File: src/csp_pkg.sv
// ----------------------------------------------------------------------------
// csp_pkg
// Shared types and constants of the counting semaphore pool.
// ----------------------------------------------------------------------------
package csp_pkg;

  // request opcodes
  typedef enum logic [1:0] {
    OP_ALLOC  = 2'd0,
    OP_FREE   = 2'd1,
    OP_WAIT   = 2'd2,
    OP_SIGNAL = 2'd3
  } op_t;

  // result status codes
  localparam logic STATUS_OK  = 1'b0;
  localparam logic STATUS_ERR = 1'b1;

  // semaphore count limits (16-bit two's complement)
  localparam logic signed [15:0] COUNT_MAX = 16'sh7FFF;
  localparam logic signed [15:0] COUNT_MIN = 16'sh8000;

  // classified request, front to back
  typedef struct packed {
    op_t         op;
    logic [3:0]  sem_id;
    logic        sid_ok;
    logic [14:0] start_count;
    logic [5:0]  pid;
  } cmd_t;

  // one result item
  typedef struct packed {
    logic       status;
    logic [3:0] new_id;
    logic       blocked;
    logic       woken_valid;
    logic [5:0] woken_id;
  } res_t;

endpackage

File: src/csp_fifo.sv
// ----------------------------------------------------------------------------
// csp_fifo
// Small register FIFO used between the pipeline parts of the semaphore pool.
// ----------------------------------------------------------------------------
module csp_fifo #(
  parameter int WIDTH = 8,
  parameter int DEPTH = 2
) (
  input  logic             clk,
  input  logic             rst,
  input  logic             wr_en,
  input  logic [WIDTH-1:0] wr_data,
  output logic             full,
  input  logic             rd_en,
  output logic [WIDTH-1:0] rd_data,
  output logic             empty
);

  localparam int AW = (DEPTH > 1) ? $clog2(DEPTH) : 1;
  localparam int CW = $clog2(DEPTH + 1);

  logic [WIDTH-1:0] mem [DEPTH];
  logic [AW-1:0]    wptr;
  logic [AW-1:0]    rptr;
  logic [CW-1:0]    fill;
  logic             do_wr;
  logic             do_rd;

  assign full    = (fill == CW'(DEPTH));
  assign empty   = (fill == '0);
  assign do_wr   = wr_en && !full;
  assign do_rd   = rd_en && !empty;
  assign rd_data = mem[rptr];

  // pointers and fill level
  always_ff @(posedge clk) begin
    if (rst) begin
      wptr <= '0;
      rptr <= '0;
      fill <= '0;
    end else begin
      if (do_wr) begin
        wptr <= (wptr == AW'(DEPTH - 1)) ? '0 : wptr + 1'b1;
      end
      if (do_rd) begin
        rptr <= (rptr == AW'(DEPTH - 1)) ? '0 : rptr + 1'b1;
      end
      if (do_wr && !do_rd) begin
        fill <= fill + 1'b1;
      end else if (do_rd && !do_wr) begin
        fill <= fill - 1'b1;
      end
    end
  end

  // storage
  always_ff @(posedge clk) begin
    if (do_wr) begin
      mem[wptr] <= wr_data;
    end
  end

endmodule

File: src/csp_front.sv
// ----------------------------------------------------------------------------
// csp_front
// Accepts requests, classifies them and holds them for the executor.
// ----------------------------------------------------------------------------
module csp_front #(
  parameter int NUM_SEMS  = 16,
  parameter int MAX_PROCS = 64
) (
  input  logic              clk,
  input  logic              rst,
  input  logic              push,
  output logic              full,
  input  logic [1:0]        op,
  input  logic [3:0]        sem_id,
  input  logic [14:0]       start_count,
  input  logic [5:0]        requester_id,
  input  logic              cmd_pop,
  output logic              cmd_valid,
  output csp_pkg::cmd_t     cmd
);

  localparam int CMD_W = $bits(csp_pkg::cmd_t);

  logic [5:0]       pid_tab [64];
  csp_pkg::cmd_t    cmd_in;
  logic [CMD_W-1:0] cmd_vec;
  logic             q_empty;

  // requester id folded into the process range, fixed at elaboration
  for (genvar g = 0; g < 64; g++) begin : g_pid
    assign pid_tab[g] = 6'(g % MAX_PROCS);
  end

  // classify the request
  always_comb begin
    cmd_in.op          = csp_pkg::op_t'(op);
    cmd_in.sem_id      = sem_id;
    cmd_in.sid_ok      = (32'(sem_id) < NUM_SEMS);
    cmd_in.start_count = start_count;
    cmd_in.pid         = pid_tab[requester_id];
  end

  csp_fifo #(
    .WIDTH (CMD_W),
    .DEPTH (2)
  ) u_cmd_q (
    .clk     (clk),
    .rst     (rst),
    .wr_en   (push),
    .wr_data (CMD_W'(cmd_in)),
    .full    (full),
    .rd_en   (cmd_pop),
    .rd_data (cmd_vec),
    .empty   (q_empty)
  );

  assign cmd_valid = !q_empty;
  assign cmd       = csp_pkg::cmd_t'(cmd_vec);

endmodule

File: src/csp_back.sv
// ----------------------------------------------------------------------------
// csp_back
// Executes requests: slot table, counts, wait queues and the link memory.
// ----------------------------------------------------------------------------
module csp_back #(
  parameter int NUM_SEMS  = 16,
  parameter int MAX_PROCS = 64
) (
  input  logic              clk,
  input  logic              rst,
  input  logic              cmd_valid,
  input  csp_pkg::cmd_t     cmd,
  output logic              cmd_pop,
  input  logic              res_full,
  output logic              res_push,
  output csp_pkg::res_t     res
);

  localparam int SW = (NUM_SEMS > 1) ? $clog2(NUM_SEMS) : 1;
  localparam int PW = $clog2(MAX_PROCS);

  typedef enum logic [2:0] {
    S_RUN  = 3'b001,
    S_LINK = 3'b010,
    S_POP  = 3'b100
  } state_t;

  state_t state;
  state_t state_next;

  // per-semaphore tables
  logic                     slot_used [NUM_SEMS];
  logic signed [15:0]       count     [NUM_SEMS];
  logic                     q_empty   [NUM_SEMS];
  logic [PW-1:0]            q_head    [NUM_SEMS];
  logic [PW-1:0]            q_tail    [NUM_SEMS];

  // per-process link memory: bit PW valid, low bits next id
  logic [PW:0]              link_mem  [MAX_PROCS];
  logic [PW:0]              link_rd;
  logic                     lk_we;
  logic [PW-1:0]            lk_waddr;
  logic [PW:0]              lk_wdata;
  logic                     lk_re;
  logic [PW-1:0]            lk_raddr;

  // held across multi-cycle operations
  logic [SW-1:0]            s_r;
  logic [PW-1:0]            pid_r;
  logic [PW-1:0]            h_r;

  logic [SW-1:0]            s;
  logic [PW-1:0]            pid;
  logic                     ok;
  logic signed [15:0]       cnt;
  logic signed [15:0]       p_new;
  logic signed [15:0]       v_new;
  logic                     p_block;
  logic                     v_wake;
  logic                     free_found;
  logic [SW-1:0]            free_idx;
  logic                     go;

  assign s   = SW'(cmd.sem_id);
  assign pid = PW'(cmd.pid);
  assign ok  = cmd.sid_ok && slot_used[s];
  assign cnt = count[s];
  assign go  = (state == S_RUN) && cmd_valid && !res_full;

  // saturating count updates
  assign p_new   = (cnt != csp_pkg::COUNT_MIN) ? cnt - 16'sd1 : cnt;
  assign v_new   = (cnt != csp_pkg::COUNT_MAX) ? cnt + 16'sd1 : cnt;
  assign p_block = p_new[15];
  assign v_wake  = (v_new[15] || (v_new == 16'sd0)) && !q_empty[s];

  // lowest free slot
  always_comb begin
    free_found = 1'b0;
    free_idx   = '0;
    for (int i = NUM_SEMS - 1; i >= 0; i--) begin
      if (!slot_used[i]) begin
        free_found = 1'b1;
        free_idx   = SW'(i);
      end
    end
  end

  // sequencer and result formation
  always_comb begin
    state_next  = state;
    cmd_pop     = 1'b0;
    res_push    = 1'b0;
    res         = '0;
    res.status  = csp_pkg::STATUS_ERR;
    lk_we       = 1'b0;
    lk_waddr    = pid;
    lk_wdata    = '0;
    lk_re       = 1'b0;
    lk_raddr    = q_head[s];
    unique case (state)
      S_RUN: begin
        if (go) begin
          cmd_pop  = 1'b1;
          res_push = 1'b1;
          unique case (cmd.op)
            csp_pkg::OP_ALLOC: begin
              if (free_found) begin
                res.status = csp_pkg::STATUS_OK;
                res.new_id = 4'(free_idx);
              end
            end
            csp_pkg::OP_FREE: begin
              if (ok && q_empty[s]) begin
                res.status = csp_pkg::STATUS_OK;
              end
            end
            csp_pkg::OP_WAIT: begin
              if (ok) begin
                res.status = csp_pkg::STATUS_OK;
                if (p_block) begin
                  res.blocked = 1'b1;
                  // new tail gets an empty link
                  lk_we = 1'b1;
                  if (!q_empty[s]) begin
                    state_next = S_LINK;
                  end
                end
              end
            end
            csp_pkg::OP_SIGNAL: begin
              if (ok) begin
                res.status = csp_pkg::STATUS_OK;
                if (v_wake) begin
                  // result waits for the head link
                  res_push   = 1'b0;
                  lk_re      = 1'b1;
                  state_next = S_POP;
                end
              end
            end
          endcase
        end
      end
      S_LINK: begin
        lk_we      = 1'b1;
        lk_waddr   = q_tail[s_r];
        lk_wdata   = {1'b1, pid_r};
        state_next = S_RUN;
      end
      S_POP: begin
        lk_we           = 1'b1;
        lk_waddr        = h_r;
        lk_wdata        = '0;
        res_push        = 1'b1;
        res.status      = csp_pkg::STATUS_OK;
        res.woken_valid = 1'b1;
        res.woken_id    = 6'(h_r);
        state_next      = S_RUN;
      end
      default: begin
        state_next = S_RUN;
      end
    endcase
  end

  // state register
  always_ff @(posedge clk) begin
    if (rst) begin
      state <= S_RUN;
    end else begin
      state <= state_next;
    end
  end

  // operands held for the S_LINK and S_POP states
  always_ff @(posedge clk) begin
    if (go) begin
      s_r   <= s;
      pid_r <= pid;
      h_r   <= q_head[s];
    end
  end

  // slot, count and empty tables
  always_ff @(posedge clk) begin
    if (rst) begin
      for (int i = 0; i < NUM_SEMS; i++) begin
        slot_used[i] <= 1'b0;
        count[i]     <= '0;
        q_empty[i]   <= 1'b1;
      end
    end else if (go) begin
      unique case (cmd.op)
        csp_pkg::OP_ALLOC: begin
          if (free_found) begin
            slot_used[free_idx] <= 1'b1;
            count[free_idx]     <= 16'(cmd.start_count);
            q_empty[free_idx]   <= 1'b1;
          end
        end
        csp_pkg::OP_FREE: begin
          if (ok && q_empty[s]) begin
            slot_used[s] <= 1'b0;
            count[s]     <= '0;
            q_empty[s]   <= 1'b1;
          end
        end
        csp_pkg::OP_WAIT: begin
          if (ok) begin
            count[s] <= p_new;
            if (p_block) begin
              q_empty[s] <= 1'b0;
            end
          end
        end
        csp_pkg::OP_SIGNAL: begin
          if (ok) begin
            count[s] <= v_new;
          end
        end
      endcase
    end else if ((state == S_POP) && !link_rd[PW]) begin
      q_empty[s_r] <= 1'b1;
    end
  end

  // queue head and tail pointers
  always_ff @(posedge clk) begin
    if (go && (cmd.op == csp_pkg::OP_WAIT) && ok && p_block && q_empty[s]) begin
      q_head[s] <= pid;
      q_tail[s] <= pid;
    end
    if (state == S_LINK) begin
      q_tail[s_r] <= pid_r;
    end
    if ((state == S_POP) && link_rd[PW]) begin
      q_head[s_r] <= link_rd[PW-1:0];
    end
  end

  // link memory, registered read
  always_ff @(posedge clk) begin
    if (lk_we) begin
      link_mem[lk_waddr] <= lk_wdata;
    end
    if (lk_re) begin
      link_rd <= link_mem[lk_raddr];
    end
  end

endmodule

File: src/counting_semaphore_pool_unit.sv
// ----------------------------------------------------------------------------
// counting_semaphore_pool_unit
// Pool of counting semaphores with FIFO wait queues of requester ids.
// ----------------------------------------------------------------------------
// Input side is a queue: drive op, sem_id, start_count and requester_id with
// push; the item is taken on a clock edge where push is high and full is low.
// Result side is a queue: while empty is low the oldest result is on status,
// new_id, blocked, woken_valid and woken_id; pop takes it.
// A taken item passes through the input queue and the executor into the
// output queue, whose head is on the result ports; a signal that releases a
// waiter adds the S_POP state for the registered read of the link memory.
// Throughput: one item per cycle while the output queue has room; a wait
// that appends to a non-empty queue adds the S_LINK state, set by the single
// write port of the link memory, and a signal that releases a waiter S_POP.
// Reset clears all slots to unused, counts to zero and queues to empty; both
// item queues are emptied. No clearing pass is needed.
// When the receiver does not pop, results wait in a 2-deep output queue; once
// it fills, the executor pauses and the 2-deep input queue raises full.
// ----------------------------------------------------------------------------
module counting_semaphore_pool_unit #(
  parameter int NUM_SEMS  = 16,
  parameter int MAX_PROCS = 64
) (
  input  logic        clk,
  input  logic        rst,
  input  logic        push,
  output logic        full,
  input  logic [1:0]  op,
  input  logic [3:0]  sem_id,
  input  logic [14:0] start_count,
  input  logic [5:0]  requester_id,
  output logic        empty,
  input  logic        pop,
  output logic        status,
  output logic [3:0]  new_id,
  output logic        blocked,
  output logic        woken_valid,
  output logic [5:0]  woken_id
);

  localparam int RES_W = $bits(csp_pkg::res_t);

  logic             cmd_valid;
  logic             cmd_pop;
  csp_pkg::cmd_t    cmd;
  logic             res_full;
  logic             res_push;
  csp_pkg::res_t    res_in;
  logic [RES_W-1:0] res_vec;
  csp_pkg::res_t    res_out;

  // accept and classify
  csp_front #(
    .NUM_SEMS  (NUM_SEMS),
    .MAX_PROCS (MAX_PROCS)
  ) u_front (
    .clk          (clk),
    .rst          (rst),
    .push         (push),
    .full         (full),
    .op           (op),
    .sem_id       (sem_id),
    .start_count  (start_count),
    .requester_id (requester_id),
    .cmd_pop      (cmd_pop),
    .cmd_valid    (cmd_valid),
    .cmd          (cmd)
  );

  // execute
  csp_back #(
    .NUM_SEMS  (NUM_SEMS),
    .MAX_PROCS (MAX_PROCS)
  ) u_back (
    .clk       (clk),
    .rst       (rst),
    .cmd_valid (cmd_valid),
    .cmd       (cmd),
    .cmd_pop   (cmd_pop),
    .res_full  (res_full),
    .res_push  (res_push),
    .res       (res_in)
  );

  // result queue
  csp_fifo #(
    .WIDTH (RES_W),
    .DEPTH (2)
  ) u_res_q (
    .clk     (clk),
    .rst     (rst),
    .wr_en   (res_push),
    .wr_data (RES_W'(res_in)),
    .full    (res_full),
    .rd_en   (pop),
    .rd_data (res_vec),
    .empty   (empty)
  );

  assign res_out     = csp_pkg::res_t'(res_vec);
  assign status      = res_out.status;
  assign new_id      = res_out.new_id;
  assign blocked     = res_out.blocked;
  assign woken_valid = res_out.woken_valid;
  assign woken_id    = res_out.woken_id;

endmodule

File: config.mk
export PLATFORM = sky130hd
export DESIGN_NAME = counting_semaphore_pool_unit
export DESIGN_NICKNAME = d
export VERILOG_FILES = /design/src/csp_pkg.sv /design/src/csp_fifo.sv /design/src/csp_front.sv /design/src/csp_back.sv /design/src/counting_semaphore_pool_unit.sv
export SDC_FILE = /design/constraint.sdc
export NUM_CORES = 2
export LEC_CHECK = 0
export ABC_AREA = 1
export BUFFER_PORTS_ARGS = -buffer_cell sky130_fd_sc_hd__buf_4
export CORE_MARGIN = 4
export CORE_UTILIZATION = 30
export CTS_BUF_LIST = sky130_fd_sc_hd__clkbuf_2 sky130_fd_sc_hd__clkbuf_4 sky130_fd_sc_hd__clkbuf_8
export DETAILED_ROUTE_END_ITERATION = 8
export GPL_ROUTABILITY_DRIVEN = 0
export SKIP_LAST_GASP = 1
export SLEW_MARGIN = 0
export SYNTH_ARGS = -nofsm -noshare
export SYNTH_HDL_FRONTEND = slang
export SYNTH_SLANG_ARGS = --single-unit
File: constraint.sdc
create_clock -name clk -period 17.8 [get_ports clk]
set_clock_uncertainty 0.2 [all_clocks]
set_input_delay 1.78 -clock clk [delete_from_list [all_inputs] [get_ports clk]]
set_output_delay 1.78 -clock clk [all_outputs]
set_load 0.02 [all_outputs]
Yosys cells after proc, flatten, opt, wreduce, memory -nomap -nowiden
Memories as Yosys holds them, arrays and structs flattened. A register that Yosys moved wholly into a read port is not among the register bits.
Index checks and enable logic that the tools add are counted.
{ "word_totals": {"register_bits": 27, "ramBits": 1008, "mem_bits_ro": 384, "input_bits": 31, "out_inout_bits": 15, "elab_cells": 252, "n_memories": 9} }
{ "op_classes": {"add_sub_neg": 10, "magnitude_cmp": 1, "n_eq_ne": 15, "n_mux": 152, "bitwise": 5, "reduce_logical": 50} }
{ "mem_list": {"columns": ["name", "depth", "word_bits", "rd", "rd_ports_with_merged_regs", "wr", "line", "source"], "rows": [
  ["u_back.link_mem", 64, 7, 1, 1, 1, "csp_back.sv:39", "logic [PW:0] link_mem [MAX_PROCS];"],
  ["(name not given)", 64, 6, 1, 0, 0, "csp_front.sv:40", "cmd_in.pid = pid_tab[requester_id];"],
  ["u_back.count", 16, 16, 1, 0, 16, "csp_back.sv:33", "logic signed [15:0] count [NUM_SEMS];"],
  ["u_back.q_head", 16, 6, 1, 0, 1, "csp_back.sv:35", "logic [PW-1:0] q_head [NUM_SEMS];"],
  ["u_back.q_tail", 16, 6, 1, 1, 1, "csp_back.sv:36", "logic [PW-1:0] q_tail [NUM_SEMS];"],
  ["u_front.u_cmd_q.mem", 2, 27, 1, 1, 1, "csp_fifo.sv:22", "logic [WIDTH-1:0] mem [DEPTH];"],
  ["+3 memories", null, null, null, null, null, null, null]
]} }
{ "ops": {"columns": ["operator", "n"], "rows": [
  ["two-way mux 4 bit", 27],
  ["two-way mux 16 bit", 6],
  ["two-way mux 1 bit", 95],
  ["!= test 16 bit (second input constant)", 2],
  ["OR reduction 16 bit", 2],
  ["two-way mux 6 bit", 5],
  ["logical AND 1 bit", 18],
  ["adder 16 x 2 -> 16 bit (second input constant)", 1],
  ["logical NOT 16 bit", 1],
  ["subtractor 16 x 2 -> 16 bit (second input constant)", 1],
  ["two-way mux 3 bit", 5],
  ["two-way mux 7 bit", 2],
  ["case mux 6 bit (2 select lines)", 1],
  ["OR reduction 6 bit", 2],
  ["logical NOT 1 bit", 10],
  ["two-way mux 5 bit", 2],
  ["== test 2 bit (second input constant)", 4],
  ["two-way mux 2 bit", 4],
  ["!= test 2 x 1 -> 1 bit (second input constant)", 4],
  [">= comparator 7 bit (second input constant)", 1],
  ["NOT 6 -> 7 bit", 1],
  ["AND reduction 7 bit", 1],
  ["logical NOT 2 bit", 3],
  ["case mux 1 bit (2 select lines)", 3],
  ["17 further kinds", 32]
]} }

Depth between registers and ports, before layout
An unclocked memory read counts as a cell.
{ "logic_depth": {"depth_word": 26, "ltp_mapped": 32, "mapped_depth_nobuf": 31} }

Modules after synthesis
A second synthesis with hierarchy kept.
{ "unflattened": {"cells_unflattened": 4187, "area_unflattened_um2": 46478.3} }
{ "by_module_without_submodules": {"columns": ["module", "instances", "cells_each", "area_per_inst_um2", "seq_area_each_um2"], "rows": [
  ["csp_back", 1, 3984, 42912.4, 28537.4],
  ["csp_fifo at u_front.u_cmd_q", 1, 124, 2373.5, 1781.7],
  ["csp_fifo at u_res_q", 1, 77, 1184.9, 880.8],
  ["csp_front", 1, 2, 7.5, 0.0]
]} }

Worst setup path after synthesis
OpenSTA, ideal clock, no wires.
{ "synth_path": {"path_kind": "reg2reg", "startpoint": "register u_back.state[1]", "endpoint": "memory u_back.link_mem[0][0] (netlist name), data pin", "setup_ns": 0.500, "arrival_time_ns": 6.182, "required_ns": 17.100, "setup_slack_ns": 10.918, "path_stages_with_launch": 7, "n_path_buf": 2, "period_less_slack_ns": 6.882, "path_cell_list": "dfxtp_1 > inv_1 > nor3_1 > clkinv_1 > clkbuf_1 > clkbuf_1 > nor2_1"} }
{ "synth_between": {"elab_chain_cells": 2} }
{ "synth_lines": {"columns": ["item", "line", "source"], "rows": [
  ["start: declaration", "csp_back.sv:28", "state_t state;"],
  ["start signal: assignment", "csp_back.sv:171", "state <= state_next;"],
  ["== test 3 x 2 -> 1 bit", "csp_back.sv:100", "unique case (state)"],
  ["two-way mux 7 bit", "csp_back.sv:100", null],
  ["via u_back.lk_wdata[0]", "csp_back.sv:43", "logic [PW:0] lk_wdata;"],
  ["end: declaration", "csp_back.sv:39", null]
]} }
The timed path passes the listed nets, and every way through them passes these cells.

==> flow_metrics.py <==
metrics = {
    "status": {
        "status": "finished clean",
    },
    "placed_design": {
        "place_hpwl_um": 80100,
        "io_buffers": 45,
        "dpl_cell_area_um2": 48800,
        "post-place-cells": 6172,
    },
    "power_and_ir_drop": {
        "leakagePower_nw": 20.7,
        "p_per_area_nw_per_um2": 156,
        "peakVddDrop_mv": 0.111,
        "power.total_mw": 8.16,
    },
    "clock_network": {
        "clkSinkCount": 1048,
        "htreeDepth": 4,
        "cts_root_buf": "clkbuf_8",
        "post_cts_buffers": 0,
        "cts_resized": 0,
        "clk_pin_slew_ns": 0.06,
        "clkLatencyLatePin_ns": 0.91,
        "cts.path.max_buffers": 3,
        "cts_hold_buf": 0,
        "cts_tree": "built",
        "cts_buffers": 172,
    },
    "final_layout": {
        "nFillCells": 15368,
        "final_cell_area_um2": 52200,
        "final_cells": 6482,
        "multi_input_area_um2": 12900,
        "fin_nets": 4337,
        "area_growth_pct": 12.2,
        "seqCellArea_um2": 31100,
        "drive_gt1_share_pct": 12.9,
    },
    "global_route": {
        "grt_pass1_wl_um": 196000,
        "first_global_vias": 31800,
        "antenna_found_initial": 7,
        "grt_overflow_total": 0,
        "track_usage_pct": 15.7,
        "grt_max_degree": 147,
    },
    "detailed_routing": {
        "ant_nets": 0,
        "wl_per_cell_um": 20.2,
        "drc": 0,
        "vias": 32548,
        "drt_iter0_markers": 3402,
        "first_pass_iters": 6,
        "routed_via_density": 5.02,
        "routed_wl_um": 131000,
    },
    "logic_synthesis": {
        "synth_nets": 4305,
        "synth_seq_cells": 1048,
        "async_flop_share_pct": 0,
        "synth_seq_area_share_pct": 67.0,
        "synth_edf_count": 1015,
        "yosys.cell_types.count": 55,
        "synth.cell_area_um2": 46500,
        "synth_ff_type": "edfxtp_1",
        "synth_cells": 4270,
        "syn_area_per_cell_um2": 10.9,
        "synth_warnings": 0,
    },
    "worst_hold_path": {
        "hold_path_class": "reg2reg",
        "hold_depth": 2,
    },
    "floorplanning": {
        "fp.dieH_um": 402,
        "dieArea_um2": 161000,
        "initial_core_util_pct": 30.2,
        "die_width_um": 402,
        "row_count": 144,
        "io_pins": 46,
        "placeableCoreArea_um2": 154000,
    },
    "timing": {
        "setup_viol": 0,
        "rsz0062_at_grt": "no",
        "slew_viol_final": 0,
        "maxSlewHeadroom_pct": 14.3,
        "finalHoldViolations": 0,
        "tightest_slew_ns": 1.27,
        "period_needed_ns": 6.85,
        "fmax_ghz": 0.146,
        "whs_ns": 0.270,
        "finalCritPeriodShare_pct": 38.5,
        "fin_tns_setup_ns": 0,
    },
    "worst_setup_path": {
        "critical_path_peak_fanout": 146,
        "r2r_slack_ns": 10.95,
        "crit_top_cell": "nand3_1",
        "critPathCapture": "u_res_q.fill[1]",
        "rr_endpoint": "u_res_q.fill[1]",
        "cpPeakStageDelay_ns": 0.97,
        "worstSetupEndpointType": "flop",
        "worstRegToRegCells": 30,
        "crit_arrival_ns": 7.41,
        "crit_required_ns": 18.35,
        "cp-start-kind": "flop",
        "cp_slowest_cell": "nand2_8",
        "crit_type": "reg2reg",
    },
    "flow_run": {
        "max_cap_viol_count": 0,
    },
}
==> state kept, by name, indices dropped and copies added (netlist names), 3 cells and up, named ones only <==
register             count
u_back.link_rd           7
u_back.s_r               4
u_back.link_mem        448
u_back.q_head           96
u_back.count           256
u_back.h_r               6
u_res_q.mem             26
u_back.slot_used        16
u_front.u_cmd_q.mem     54
u_back.state             3
u_back.pid_r             6
u_back.q_tail           96
u_back.q_empty          16
==> metrics by stage <==
stage / setup slack [ns] / utilization, %
floorplan: 10.92 / -
global placement: 11.12 / 31.7
detailed placement: 11.00 / 31.7
CTS: 10.98 / 33.9
global route: 10.49 / 33.9
finish: 10.95 / 33.9
==> cells by family (layout without fill, tap and decap cells) <==
| logic type | after synthesis | after routing | synth area share, % |
|---|---|---|---|
| other | 0 | 4 | 0 |
| multiplexers | 22 | 22 | 0.508 |
| buffers and inverters | 636 | 800 | 5.60 |
| AO/OA/AOI/OAI | 657 | 657 | 9.08 |
| adder cells (fa/ha/maj) | 4 | 4 | 0.108 |
| flip-flops | 1048 | 1048 | 67.0 |
| AND/OR/NAND/NOR | 1890 | 1890 | 17.5 |
| XOR/XNOR | 13 | 13 | 0.245 |
==> cell type report <==
class	count	share of cell area (%)
sequential	1048	59.7
tap	2044	4.90
clock inverter	74	0.940
multi-input combinational	2586	24.7
inverter	393	2.84
antenna	4	0.0192
timing repair buffer	101	1.45
clock buffer	232	5.47
==> worst max-delay path: cells and delay by family (launching register included) <==
family	cells	cell delay, ns
simple gates	21	4.09
buf+inv	3	0.84
compound gates	4	0.60
fa+ha+maj	2	0.59
flops	1	0.39
==> worst min-delay path by stage <==
stage / start / to
floorplan: u_back.q_empty[12] / u_back.q_empty[12]
global placement: u_back.q_empty[8] / u_back.q_empty[8]
detailed placement: u_back.q_empty[8] / u_back.q_empty[8]
CTS: u_back.q_empty[8] / u_back.q_empty[8]
global route: u_back.q_empty[13] / u_back.q_empty[13]
finish: u_res_q.rptr / flop
==> power breakdown <==
| part | internal (mW) | leakage (nW) | total (mW) | switching (mW) |
|---|---|---|---|---|
| Combinational | 0.846 | 7.98 | 3.15 | 2.30 |
| Sequential | 2.89 | 11.0 | 2.93 | 0.0487 |
| Clock | 1.09 | 1.78 | 2.08 | 0.989 |
| Total | 4.82 | 20.7 | 8.16 | 3.34 |
==> metal layers <==
layer / wire length, µm / GRT usage [%]
met5: 0 / 0
met4: 4940 / 6.65
met3: 10000 / 3.02
met2: 60200 / 25.1
met1: 55500 / 20.8
==> synth_stat cells (13+ instances only) <==
cell type / n / share of area, %
nand4_1: 39 / 0.52
o21ai_0: 328 / 3.5
a21oi_1: 20 / 0.22
o211ai_1: 83 / 1.3
buf_2: 90 / 0.97
o22ai_1: 34 / 0.46
nor3_1: 22 / 0.24
edfxtp_1: 1015 / 66
inv_1: 367 / 3.0
o32ai_1: 42 / 0.79
mux2_2: 13 / 0.31
nor2_1: 552 / 4.5
inv_2: 24 / 0.19
clkbuf_1: 122 / 0.98
nand2_2: 18 / 0.24
o221ai_1: 91 / 1.7
o21ai_1: 24 / 0.26
nand2_1: 780 / 6.3
dfxtp_1: 33 / 1.4
or2_2: 77 / 1.0
nand3_1: 365 / 3.9
==> cell usage in the layout (no fill, tap or decap), types with 3 or more instances in the layout <==
cell type  count
edfxtp_1    1015
nand2_1      779
nor2_1       544
inv_1        366
nand3_1      365
o21ai_0      322
clkbuf_8     178
buf_4        101
o221ai_1      90
o211ai_1      83
or2_2         77
clkbuf_4      54
o32ai_1       42
nand4_1       39
clkinv_1      38
o22ai_1       34
dfxtp_1       32
o21ai_1       30
inv_2         22
clkinv_2      22
a21oi_1       20
nor3_1        20
nor2_4        20
nand2_2       17
mux2_2        13
nor2_2        12
xor2_1        12
mux2i_1        9
o221ai_2       6
nand2_4        5
o21ai_4        5
a31oi_1        5
o21ai_2        5
diode_2        4
nor3_2         4
inv_6          4
ha_1           4
inv_8          4
o311ai_2       3
bufinv_16      3
No activity file was read; power rests on OpenSTA's default activity.
